<file path="config.mk">
export PLATFORM = sky130hd
export DESIGN_NAME = emg_proportional_motor_command_flat
export DESIGN_NICKNAME = d
export VERILOG_FILES = /design/src/rtl/core/epmc_pkg.sv /design/src/rtl/core/epmc_if.sv /design/src/rtl/core/emg_proportional_motor_command.sv /design/src/rtl/core/epmc_channel_speed.sv /design/src/flat_wrapper.sv
export VERILOG_INCLUDE_DIRS = /design/src /design/src/rtl/core
export SDC_FILE = /design/constraint.sdc
export NUM_CORES = 2
export LEC_CHECK = 0
export ABC_AREA = 1
export BUFFER_PORTS_ARGS = -buffer_cell sky130_fd_sc_hd__buf_2
export CORE_UTILIZATION = 40
export CTS_CLUSTER_DIAMETER = 80
export DETAILED_ROUTE_END_ITERATION = 10
export GPL_ROUTABILITY_DRIVEN = 0
export PLACE_DENSITY = 0.59
export SLEW_MARGIN = 0
export SYNTH_ARGS = -nofsm -noshare
export SYNTH_HDL_FRONTEND = slang
export SYNTH_SLANG_ARGS = --single-unit
</file>
<file path="constraint.sdc">
create_clock -name clk -period 16.55 [get_ports clk]
set_input_delay 2.4825 -clock clk [delete_from_list [all_inputs] [get_ports clk]]
set_output_delay 2.4825 -clock clk [all_outputs]
set_load 0.02 [all_outputs]
</file>
<file path="src/rtl/core/emg_proportional_motor_command_defines.svh">
// assertion macros shared by the rtl
`ifndef EMG_PROPORTIONAL_MOTOR_COMMAND_DEFINES_SVH
`define EMG_PROPORTIONAL_MOTOR_COMMAND_DEFINES_SVH

// same-cycle implication, sampled on clk, off during reset
`define EPMC_ASSERT_NOW(name, ante, cons, msg) \
    name: assert property (@(posedge clk) disable iff (!rst_n) (ante) |-> (cons)) \
        else $error(msg);

// next-cycle implication, sampled on clk, off during reset
`define EPMC_ASSERT_NEXT(name, ante, cons, msg) \
    name: assert property (@(posedge clk) disable iff (!rst_n) (ante) |=> (cons)) \
        else $error(msg);

`endif

</file>
<file path="src/rtl/core/epmc_pkg.sv">
package epmc_pkg;

    localparam int CfgDataW  = 24;
    localparam int CfgIndexW = 3;
    localparam int CfgLimitW = 12;
    localparam int GainW     = 24;
    localparam int CurrentW  = 16;
    localparam int ThrW      = 15;
    localparam int CountW    = 16;
    localparam int CmdW      = 16;
    localparam int GainShift = 16;

    localparam int ResetMin     = 200;
    localparam int ResetMax     = 3000;
    localparam int ResetGain    = 65536;
    localparam int ResetCurrent = 2000;
    localparam int ResetTicks   = 100;

    typedef enum logic [CfgIndexW-1:0] {
        REG_CLOSE_MIN      = 3'd0,
        REG_CLOSE_MAX      = 3'd1,
        REG_OPEN_MIN       = 3'd2,
        REG_OPEN_MAX       = 3'd3,
        REG_CLOSE_GAIN     = 3'd4,
        REG_OPEN_GAIN      = 3'd5,
        REG_CUTOUT_CURRENT = 3'd6,
        REG_CUTOUT_TICKS   = 3'd7
    } cfg_reg_t;

    typedef struct packed {
        logic              active;
        logic [CountW-1:0] count;
        logic              last_dir;
    } cutout_state_t;

endpackage

</file>
<file path="src/rtl/core/epmc_if.sv">
interface epmc_in_if #(
    parameter int EMG_BITS = 12
) ();
    logic                                valid;
    logic                                ready;
    logic [EMG_BITS-1:0]                 emg_open_level;
    logic [EMG_BITS-1:0]                 emg_close_level;
    logic signed [epmc_pkg::CurrentW-1:0] motor_current;

    modport source (
        output valid, emg_open_level, emg_close_level, motor_current,
        input  ready
    );
    modport sink (
        input  valid, emg_open_level, emg_close_level, motor_current,
        output ready
    );
endinterface

interface epmc_out_if ();
    logic                        valid;
    logic                        ready;
    logic [epmc_pkg::CmdW-1:0]   speed_command;
    logic                        close_direction;
    logic                        in_cutout;

    modport source (
        output valid, speed_command, close_direction, in_cutout,
        input  ready
    );
    modport sink (
        input  valid, speed_command, close_direction, in_cutout,
        output ready
    );
endinterface

</file>
<file path="src/rtl/core/emg_proportional_motor_command.sv">
// channel       | dir | beat contents
// sample_in     | in  | emg_open_level, emg_close_level, motor_current
// command_out   | out | speed_command, close_direction, in_cutout
// cfg port      | in  | cfg_we, cfg_index, cfg_data (write only)
//
// one beat per cycle sustained while command_out is ready; each beat passes the input register then the result register
// the whole tick (clamp, 24-bit gain multiply, cutout update) sits between those registers
// reset clears valids, cutout state and restores register defaults; no clearing pass
// a stalled result holds its register while one more beat waits in the input register
`include "emg_proportional_motor_command_defines.svh"

module emg_proportional_motor_command #(
    parameter int EMG_BITS = 12
) (
    input  logic                              clk,
    input  logic                              rst_n,
    epmc_in_if.sink                           sample_in,
    epmc_out_if.source                        command_out,
    input  logic                              cfg_we,
    input  logic [epmc_pkg::CfgIndexW-1:0]    cfg_index,
    input  logic [epmc_pkg::CfgDataW-1:0]     cfg_data
);

    localparam int LimCfgW = (EMG_BITS < epmc_pkg::CfgLimitW) ? EMG_BITS : epmc_pkg::CfgLimitW;
    localparam int LevelMax = (1 << EMG_BITS) - 1;
    localparam logic [EMG_BITS-1:0] MinReset =
        EMG_BITS'((epmc_pkg::ResetMin > LevelMax) ? LevelMax : epmc_pkg::ResetMin);
    localparam logic [EMG_BITS-1:0] MaxReset =
        EMG_BITS'((epmc_pkg::ResetMax > LevelMax) ? LevelMax : epmc_pkg::ResetMax);

    // configuration
    logic [EMG_BITS-1:0]             close_min_reg;
    logic [EMG_BITS-1:0]             close_max_reg;
    logic [EMG_BITS-1:0]             open_min_reg;
    logic [EMG_BITS-1:0]             open_max_reg;
    logic [epmc_pkg::GainW-1:0]      close_gain_reg;
    logic [epmc_pkg::GainW-1:0]      open_gain_reg;
    logic [epmc_pkg::ThrW-1:0]       cutout_current_reg;
    logic [epmc_pkg::CountW-1:0]     cutout_ticks_reg;

    // input stage
    logic                            s1_valid_reg;
    logic [EMG_BITS-1:0]             s1_open_reg;
    logic [EMG_BITS-1:0]             s1_close_reg;
    logic [epmc_pkg::CurrentW-1:0]   s1_current_reg;

    // result stage
    logic                            out_valid_reg;
    logic [epmc_pkg::CmdW-1:0]       speed_reg;
    logic                            dir_reg;
    logic                            cutout_flag_reg;

    epmc_pkg::cutout_state_t         state_reg;
    epmc_pkg::cutout_state_t         state_next;

    logic                            advance;
    logic [epmc_pkg::CmdW-1:0]       close_cmd;
    logic [epmc_pkg::CmdW-1:0]       open_cmd;
    logic                            engaged;
    logic                            dir;
    logic [epmc_pkg::CmdW-1:0]       speed_raw;
    logic [epmc_pkg::CmdW-1:0]       speed_next;
    logic signed [epmc_pkg::CurrentW:0] cur_ext;
    logic [epmc_pkg::CurrentW:0]     cur_mag;
    logic                            over_current;

    assign advance           = s1_valid_reg && (!out_valid_reg || command_out.ready);
    assign sample_in.ready   = !s1_valid_reg || advance;

    assign command_out.valid           = out_valid_reg;
    assign command_out.speed_command   = speed_reg;
    assign command_out.close_direction = dir_reg;
    assign command_out.in_cutout       = cutout_flag_reg;

    always_ff @(posedge clk or negedge rst_n)
    begin
        if (!rst_n)
        begin
            close_min_reg      <= MinReset;
            close_max_reg      <= MaxReset;
            open_min_reg       <= MinReset;
            open_max_reg       <= MaxReset;
            close_gain_reg     <= epmc_pkg::GainW'(epmc_pkg::ResetGain);
            open_gain_reg      <= epmc_pkg::GainW'(epmc_pkg::ResetGain);
            cutout_current_reg <= epmc_pkg::ThrW'(epmc_pkg::ResetCurrent);
            cutout_ticks_reg   <= epmc_pkg::CountW'(epmc_pkg::ResetTicks);
        end
        else if (cfg_we)
        begin
            case (epmc_pkg::cfg_reg_t'(cfg_index))
                epmc_pkg::REG_CLOSE_MIN:      close_min_reg  <= EMG_BITS'(cfg_data[LimCfgW-1:0]);
                epmc_pkg::REG_CLOSE_MAX:      close_max_reg  <= EMG_BITS'(cfg_data[LimCfgW-1:0]);
                epmc_pkg::REG_OPEN_MIN:       open_min_reg   <= EMG_BITS'(cfg_data[LimCfgW-1:0]);
                epmc_pkg::REG_OPEN_MAX:       open_max_reg   <= EMG_BITS'(cfg_data[LimCfgW-1:0]);
                epmc_pkg::REG_CLOSE_GAIN:     close_gain_reg <= cfg_data[epmc_pkg::GainW-1:0];
                epmc_pkg::REG_OPEN_GAIN:      open_gain_reg  <= cfg_data[epmc_pkg::GainW-1:0];
                epmc_pkg::REG_CUTOUT_CURRENT:
                    cutout_current_reg <= cfg_data[epmc_pkg::ThrW-1:0];
                epmc_pkg::REG_CUTOUT_TICKS:
                    cutout_ticks_reg <= cfg_data[epmc_pkg::CountW-1:0];
                default: ;
            endcase
        end
    end

    always_ff @(posedge clk or negedge rst_n)
    begin
        if (!rst_n)
        begin
            s1_valid_reg <= 1'b0;
        end
        else if (sample_in.ready)
        begin
            s1_valid_reg <= sample_in.valid;
        end
    end

    always_ff @(posedge clk)
    begin
        if (sample_in.valid && sample_in.ready)
        begin
            s1_open_reg    <= sample_in.emg_open_level;
            s1_close_reg   <= sample_in.emg_close_level;
            s1_current_reg <= sample_in.motor_current;
        end
    end

    epmc_channel_speed #(
        .EMG_BITS (EMG_BITS)
    ) u_close_speed (
        .level (s1_close_reg),
        .lo    (close_min_reg),
        .hi    (close_max_reg),
        .gain  (close_gain_reg),
        .speed (close_cmd)
    );

    epmc_channel_speed #(
        .EMG_BITS (EMG_BITS)
    ) u_open_speed (
        .level (s1_open_reg),
        .lo    (open_min_reg),
        .hi    (open_max_reg),
        .gain  (open_gain_reg),
        .speed (open_cmd)
    );

    always_comb
    begin
        engaged   = !((s1_close_reg < close_min_reg) && (s1_open_reg < open_min_reg));
        dir       = engaged ? (s1_close_reg > s1_open_reg) : state_reg.last_dir;
        speed_raw = '0;
        if (engaged)
        begin
            speed_raw = (s1_close_reg > s1_open_reg) ? close_cmd : open_cmd;
        end

        cur_ext      = (epmc_pkg::CurrentW + 1)'(signed'(s1_current_reg));
        cur_mag      = cur_ext[epmc_pkg::CurrentW] ? (epmc_pkg::CurrentW + 1)'(-cur_ext)
                                                   : (epmc_pkg::CurrentW + 1)'(cur_ext);
        over_current = cur_mag > (epmc_pkg::CurrentW + 1)'(cutout_current_reg);

        state_next          = state_reg;
        state_next.last_dir = dir;
        if (!state_reg.active)
        begin
            if (over_current)
            begin
                state_next.active = 1'b1;
                state_next.count  = '0;
            end
        end
        else if ((state_reg.count >= cutout_ticks_reg) || (dir != state_reg.last_dir))
        begin
            state_next.active = 1'b0;
        end

        speed_next = speed_raw;
        if (state_next.active)
        begin
            speed_next = '0;
            if (state_next.count != {epmc_pkg::CountW{1'b1}})
            begin
                state_next.count = state_next.count + epmc_pkg::CountW'(1);
            end
        end
    end

    always_ff @(posedge clk or negedge rst_n)
    begin
        if (!rst_n)
        begin
            state_reg     <= '0;
            out_valid_reg <= 1'b0;
        end
        else
        begin
            if (advance)
            begin
                state_reg     <= state_next;
                out_valid_reg <= 1'b1;
            end
            else if (command_out.ready)
            begin
                out_valid_reg <= 1'b0;
            end
        end
    end

    always_ff @(posedge clk)
    begin
        if (advance)
        begin
            speed_reg       <= speed_next;
            dir_reg         <= dir;
            cutout_flag_reg <= state_next.active;
        end
    end

    `EPMC_ASSERT_NOW(a_cutout_zero, out_valid_reg && cutout_flag_reg, speed_reg == '0,
        "cutout beat with nonzero speed")
    `EPMC_ASSERT_NEXT(a_entry_count, advance && !state_reg.active && state_next.active,
        state_reg.count == epmc_pkg::CountW'(1), "cutout entry count not one")
    `EPMC_ASSERT_NEXT(a_limit_exit,
        advance && state_reg.active && (state_reg.count >= cutout_ticks_reg),
        !state_reg.active, "cutout did not end at tick limit")
    `EPMC_ASSERT_NEXT(a_hold_state, !advance, $stable(state_reg),
        "cutout state moved without a beat")

endmodule

</file>
<file path="src/rtl/core/epmc_channel_speed.sv">
module epmc_channel_speed #(
    parameter int EMG_BITS = 12
) (
    input  logic [EMG_BITS-1:0]           level,
    input  logic [EMG_BITS-1:0]           lo,
    input  logic [EMG_BITS-1:0]           hi,
    input  logic [epmc_pkg::GainW-1:0]    gain,
    output logic [epmc_pkg::CmdW-1:0]     speed
);

    localparam int ProdW  = EMG_BITS + epmc_pkg::GainW;
    localparam int ShiftW = ProdW - epmc_pkg::GainShift;

    logic [EMG_BITS-1:0] limited;
    logic [EMG_BITS-1:0] raised;
    logic [EMG_BITS-1:0] span;
    logic [ProdW-1:0]    prod;
    logic [ShiftW-1:0]   scaled;

    // limit to max first, then raise to min
    always_comb
    begin
        limited = (level > hi) ? hi : level;
        raised  = (limited < lo) ? lo : limited;
        span    = raised - lo;
        prod    = ProdW'(span) * ProdW'(gain);
        scaled  = prod[ProdW-1:epmc_pkg::GainShift];
        if (scaled > ShiftW'({epmc_pkg::CmdW{1'b1}}))
        begin
            speed = '1;
        end
        else
        begin
            speed = scaled[epmc_pkg::CmdW-1:0];
        end
    end

endmodule

</file>
<file path="src/flat_wrapper.sv">
// flat-port wrapper written by rule: the top's interface ports become plain ports
module emg_proportional_motor_command_flat 
#(
    parameter int EMG_BITS = 12
)
  (clk, rst_n, cfg_we, cfg_index, cfg_data, sample_in_valid, sample_in_emg_open_level, sample_in_emg_close_level, sample_in_motor_current, sample_in_ready, command_out_valid, command_out_speed_command, command_out_close_direction, command_out_in_cutout, command_out_ready);
  epmc_in_if #(.EMG_BITS(EMG_BITS)) sample_in_i ();
  epmc_out_if command_out_i ();
  input  logic clk;
  input  logic rst_n;
  input  logic cfg_we;
  input  logic [epmc_pkg::CfgIndexW-1:0] cfg_index;
  input  logic [epmc_pkg::CfgDataW-1:0] cfg_data;
  input wire logic [$bits(sample_in_i.valid)-1:0] sample_in_valid;
  input wire logic [$bits(sample_in_i.emg_open_level)-1:0] sample_in_emg_open_level;
  input wire logic [$bits(sample_in_i.emg_close_level)-1:0] sample_in_emg_close_level;
  input wire logic [$bits(sample_in_i.motor_current)-1:0] sample_in_motor_current;
  output wire logic [$bits(sample_in_i.ready)-1:0] sample_in_ready;
  output wire logic [$bits(command_out_i.valid)-1:0] command_out_valid;
  output wire logic [$bits(command_out_i.speed_command)-1:0] command_out_speed_command;
  output wire logic [$bits(command_out_i.close_direction)-1:0] command_out_close_direction;
  output wire logic [$bits(command_out_i.in_cutout)-1:0] command_out_in_cutout;
  input wire logic [$bits(command_out_i.ready)-1:0] command_out_ready;
  assign sample_in_i.valid = sample_in_valid;
  assign sample_in_i.emg_open_level = sample_in_emg_open_level;
  assign sample_in_i.emg_close_level = sample_in_emg_close_level;
  assign sample_in_i.motor_current = sample_in_motor_current;
  assign sample_in_ready = sample_in_i.ready;
  assign command_out_valid = command_out_i.valid;
  assign command_out_speed_command = command_out_i.speed_command;
  assign command_out_close_direction = command_out_i.close_direction;
  assign command_out_in_cutout = command_out_i.in_cutout;
  assign command_out_i.ready = command_out_ready;
  emg_proportional_motor_command #(.EMG_BITS(EMG_BITS)) u_core (.clk(clk), .rst_n(rst_n), .sample_in(sample_in_i), .command_out(command_out_i), .cfg_we(cfg_we), .cfg_index(cfg_index), .cfg_data(cfg_data));
endmodule
</file>
# == After elaboration in Yosys (flattened, before gate mapping) ==
# Index checks and enable logic that the tools add are counted.
# totals
ff_bits,205
in_bits,72
out_inout_bits,20
wordCells,81
# classes
add_sub_neg,4
mul,2
n_lt_le_gt_ge,11
n_eq_ne,9
mux,17
reduce_logical,19
# ops
operator,n
2-to-1 mux 16 bit,6
multiplier 12 x 24 -> 36 bit,2
< comparator 12 bit,4
2-to-1 mux 12 bit,4
"greater-than comparator 20 x 16 -> 1 bit, second input constant",2
greater-than comparator 12 bit,3
2-to-1 mux 17 bit,2
subtractor 12 bit,2
greater-than comparator 17 x 15 -> 1 bit,1
negator 16 -> 17 bit,1
"adder 16 x 1 -> 16 bit, second input constant",1
greater-or-equal comparator 16 bit,1
"!= test 16 bit, second input constant",1
AND reduction 2 bit,8
"== test 3 bit, second input constant",4
"== test 3 x 2 -> 1 bit, second input constant",2
2-to-1 mux 1 bit,5
"== test 3 x 1 -> 1 bit, second input constant",1
logical AND 1 bit,3
zero test 3 bit,1
logical OR 1 bit,3
zero test 1 bit,2
nonzero test 2 bit,1
OR reduction 2 bit,1
!= test 1 bit,1

# == Logic depth before layout (Yosys ltp) ==
# logic_depth
ltp_word,9
ltp_mapped,60
depth_no_buf,56

# == By module ==
# A second synthesis with hierarchy kept.
# unflattened
cells_unflattened,3897
hier_area_um2,30978.5
# by_module_without_submodules
mod,instances,cells_per_inst,area_each_um2,seq_area_each_um2
epmc_channel_speed at u_core.u_open_speed,1,1415,10659.0,0.0
epmc_channel_speed at u_core.u_close_speed,1,1403,10336.2,0.0
emg_proportional_motor_command,1,1079,9983.3,5459.0

# == Worst setup path before layout ==
# No wires, ideal clock.
# synth_path
path_type,register -> register
from,register u_core.open_max_reg[11]
to,"register u_core.speed_reg, in the netlist u_core.command_out.speed_command[4] (data pin)"
setup_ns,0.257
arrival_ns,9.143
t_required_ns,16.293
setup_slack_ns,7.149
path_stages_with_launch,51
n_path_buf,4
synth_period_minus_slack_ns,9.401
path_cell_list,dfstp_2 > inv_1 > ha_1 > nand4_1 > nor2_1 > nand4_1 > nand2_1 > clkbuf_1 > nand2_1 > o21ai_0 > ha_1 > a21oi_1 > nor2_1 > a211oi_1 > o221a_2 > nand2_2 > buf_2 > nand3_1 > [15 not listed] > fa_1 > fa_1 > fa_1 > inv_1 > fa_1 > inv_1 > ha_1 > a21oi_1 > o21ai_1 > a21oi_1 > nor2_1 > a211oi_1 > nand3_1 > a21oi_4 > buf_6 > nand3_1 > nand2_1 > nor2_1
# synth_between
elab_chain_cells,9
# synth_rtl
element,line_no,source
"start, declared",emg_proportional_motor_command.sv:35,logic [EMG_BITS-1:0] open_max_reg;
"start signal, assigned",emg_proportional_motor_command.sv:82,open_max_reg <= MaxReset;
"start signal, assigned",emg_proportional_motor_command.sv:94,epmc_pkg::REG_OPEN_MAX: open_max_reg <= EMG_BITS'(cfg_data[LimCfgW-1:0]);
greater-than comparator 12 bit,epmc_channel_speed.sv:23,limited = (level > hi) ? hi : level;
2-to-1 mux 12 bit (*),epmc_channel_speed.sv:23,
< comparator 12 bit,epmc_channel_speed.sv:24,raised = (limited < lo) ? lo : limited;
2-to-1 mux 12 bit (*),epmc_channel_speed.sv:24,
subtractor 12 bit (*),epmc_channel_speed.sv:25,span = raised - lo;
multiplier 12 x 24 -> 36 bit (*),epmc_channel_speed.sv:26,prod = ProdW'(span) * ProdW'(gain);
greater-than comparator 20 x 16 -> 1 bit,epmc_channel_speed.sv:28,if (scaled > ShiftW'({epmc_pkg::CmdW{1'b1}}))
2-to-1 mux 16 bit (*),epmc_channel_speed.sv:28,
2-to-1 mux 16 bit (*),emg_proportional_motor_command.sv:155,speed_raw = (s1_close_reg > s1_open_reg) ? close_cmd : open_cmd;
"end signal, assigned",emg_proportional_motor_command.sv:214,speed_reg <= speed_next;
"end, declared",emg_proportional_motor_command.sv:49,logic [epmc_pkg::CmdW-1:0] speed_reg;
# Mark *: on every way between the ends. The rest lies on a longest branch, timed or not.
# A chain may end at the register's enable or synchronous reset.

# == Worst setup path after layout ==
# layout_path
from,register u_core.close_max_reg[11]
to,"register u_core.speed_reg, in the netlist u_core.command_out.speed_command[6] (data pin)"
# layout_between
elab_chain_cells,9
# layout_rtl
element,line_no,source
"start, declared",emg_proportional_motor_command.sv:33,logic [EMG_BITS-1:0] close_max_reg;
"start signal, assigned",emg_proportional_motor_command.sv:80,close_max_reg <= MaxReset;
"start signal, assigned",emg_proportional_motor_command.sv:92,epmc_pkg::REG_CLOSE_MAX: close_max_reg <= EMG_BITS'(cfg_data[LimCfgW-1:0]);
greater-than comparator 12 bit,epmc_channel_speed.sv:23,
2-to-1 mux 12 bit (*),epmc_channel_speed.sv:23,
< comparator 12 bit,epmc_channel_speed.sv:24,
2-to-1 mux 12 bit (*),epmc_channel_speed.sv:24,
subtractor 12 bit (*),epmc_channel_speed.sv:25,
multiplier 12 x 24 -> 36 bit (*),epmc_channel_speed.sv:26,
greater-than comparator 20 x 16 -> 1 bit,epmc_channel_speed.sv:28,
2-to-1 mux 16 bit (*),epmc_channel_speed.sv:28,
2-to-1 mux 16 bit (*),emg_proportional_motor_command.sv:155,
# Marks and branches as above.

==> run summary <==
final HPWL from detailed placement = 71.2 mm
Worst-path clk slew = 60 ps
first-pass GRT wire length = 143 mm
vias in the first global route = 25.8k
asr flop ratio synth = 0.717
largest net degree at the start of global routing = 90
MaxCap Viol Count = 0
Synth top area share = 0.285
CP max-delay cell = inv_1
CTS hold repair buffers = 0
cell area after layout = 33100 sq um
chip width = 280 um
Final Critical Period = 11280 ps
HP Class = reg2reg
Initial DRC Count = 1532
nets = 4766
Seq/Total Area, Yosys = 0.176
critical path launch point = u_core.close_max_reg[11]$_DFFE_PN1P_
Pins Over Slew Limit = 0
Setup Fix Bufs, Post-CTS = 0
core area = 76200 sq um
Syn Inst Count = 3977
Post-Route WL = 88.4 mm
post-cts sizing count = 0
Sink Count = 205
# rows = 101
hold-critical path depth = 2
port bufs = 91
RSZ-0062 raised after global routing = no
Worst Skew = 25.8 ps
adder-cell share of the synthesized area = 0.396
CTS buffer count = 26
CP max stage delay = 730 ps
Die Ht = 280 um
Synth Area in XOR/XNOR = 0.00651
Ant. Diodes = 0
Setup CP Type = reg2reg
Final Setup Violations = 0
Main synth FF type = dfrtp_1
post-synthesis cell area = 30900 sq um
share of cells above drive strength 1 = 0.0670
final hold vios = 0
Post-synth EDFFs = 58
crit-path max FO = 24
cell taking the most area after synthesis = fa_1
DRT antenna net count = 0
pre-CTS setup slack = 5560 ps
Worst-Margin Slew = 991 ps
#FFs+latches synth = 205
CP Capture Type = flop
worst-skew pair later-pin latency = 560 ps
Ports = 92
f_max = 88.7 MHz
final period utilization = 0.681
final worst setup slack = 5270 ps
Req. time, crit path = 16850 ps
Setup crit start kind = flop
clk buf depth = 3
Post-Synth Simple-Gate Area = 0.215
Clock Root Buffer = clkbuf_16
GRT Total Usage = 0.232
vias = 25.2k
Congestion Overflow GR = 0
Initial Utilization = 0.406
worst path arrival time = 11580 ps
CTS tree = built
drt drc = 0
vias per inst = 5.02
syn avg cell area = 7.78 sq um
drt wl/cell = 17.6 um
mux contribution to synthesized area = 0
setup TNS = 0 ps
WHS = 484 ps
Worst R2R Start = u_core.close_max_reg[11]$_DFFE_PN1P_
Die Area = 78400 sq um
htree depth = 1
register area = 5460 sq um
initial antenna violation count = 1
# fillers = 7797
Area contributors post-synth = fa_1, nand2_1, ha_1, inv_1, dfrtp_1
post-synthesis cell type count = 57
Hold Startpoint = u_core.open_min_reg[5]$_DFFE_PN0P_
YS warnings = 0
synth-to-layout area growth = 7.03%
cell repeated most along the worst path = nand2_1
Placement Cell Area = 32200 sq um
status = completed
Reg2Reg Depth = 43
Multi-input gate area = 21800 sq um
router iterations before antenna repair = 6
Slew Limit Headroom = 0.339
Synthesized Nets = 4764
largest family of logic cells by synthesized area = adder cells
post-synthesis compound-gate area fraction = 0.0862
## layout make-up
type                            count  share of cell area
Clock buffer                       34              0.0221
Clock inverter                     14             0.00537
Inverter                          843              0.0956
Multi-Input combinational cell   2805               0.658
Sequential cell                   205               0.165
Tap cell                         1030              0.0389
Timing Repair Buffer               98              0.0155
## cell usage in the layout (no fill, tap or decap), types with 90 or more instances in the layout
master / n
nand3_1: 145
nor2_1: 310
nand2_1: 979
a21oi_1: 154
fa_1: 440
inv_1: 830
ha_1: 275
buf_2: 90
dfrtp_1: 116
o21ai_0: 230
## cells in the mapped netlist (9+ instances only)
cell type and count:
nand2_2 25, inv_1 830, nor2_1 310, nand4_1 24
xor2_1 20, a21oi_1 154, clkbuf_1 106, nor3_1 37
ha_1 275, a211oi_1 9, inv_2 9, a31oi_1 13
a21o_1 13, nand3_2 11, or2_2 11, dfstp_2 31
nand3_1 145, o21a_1 14, fa_1 440, dfrtp_1 116
o21ai_0 230, edfxtp_1 58, nand2_1 979, o21bai_1 10
## critical path, delay by kind of cell, from the launching register on
| family | cells | cell delay, ps |
|---|---|---|
| adder cells (fa/ha/maj) | 10 | 4180 |
| AO/OA/AOI/OAI | 10 | 2650 |
| AND/OR/NAND/NOR | 18 | 2710 |
| buffers and inverters | 5 | 960 |
| flip-flops | 1 | 530 |
## worst paths after layout
kind                            slack (ps)                                           endpoint
worst max-delay path                  5270  u_core.command_out.speed_command[6]$_SDFFCE_PP0P_
worst min-delay path                   480                 u_core.open_min_reg[5]$_DFFE_PN0P_
worst max register to register        5270  u_core.command_out.speed_command[6]$_SDFFCE_PP0P_
worst min register to register         480                 u_core.open_min_reg[5]$_DFFE_PN0P_
max in group asynchronous            13130                 u_core.open_min_reg[4]$_DFFE_PN0P_
min in group asynchronous             1970                    u_core.s1_valid_reg$_DFFE_PN0N_
## metal layers
layer | GRT usage | share of wire | routed length [um]
met5 | 0 | 0.00015 | 13
met4 | 0.0552 | 0.024 | 2100
met3 | 0.0388 | 0.069 | 6080
met2 | 0.377 | 0.45 | 39900
met1 | 0.321 | 0.46 | 40300
## metrics by stage
stage          utilization  std cells
5_1_grt              0.434       5029
6_report             0.434       5029
3_3_place_gp         0.423       4981
4_1_cts              0.434       5029
3_5_place_dp         0.423       4981
2_1_floorplan            -       3977
## logic make-up after synthesis
logic type | count (synthesis)
adder cells (fa/ha/maj) | 715
XOR/XNOR | 23
AND/OR/NAND/NOR | 1588
buffers and inverters | 967
AO/OA/AOI/OAI | 479
flip-flops | 205
Power is left out: the tool's default activity adds up to more than one toggle a clock period on the data nets, which glitch-free logic cannot reach.
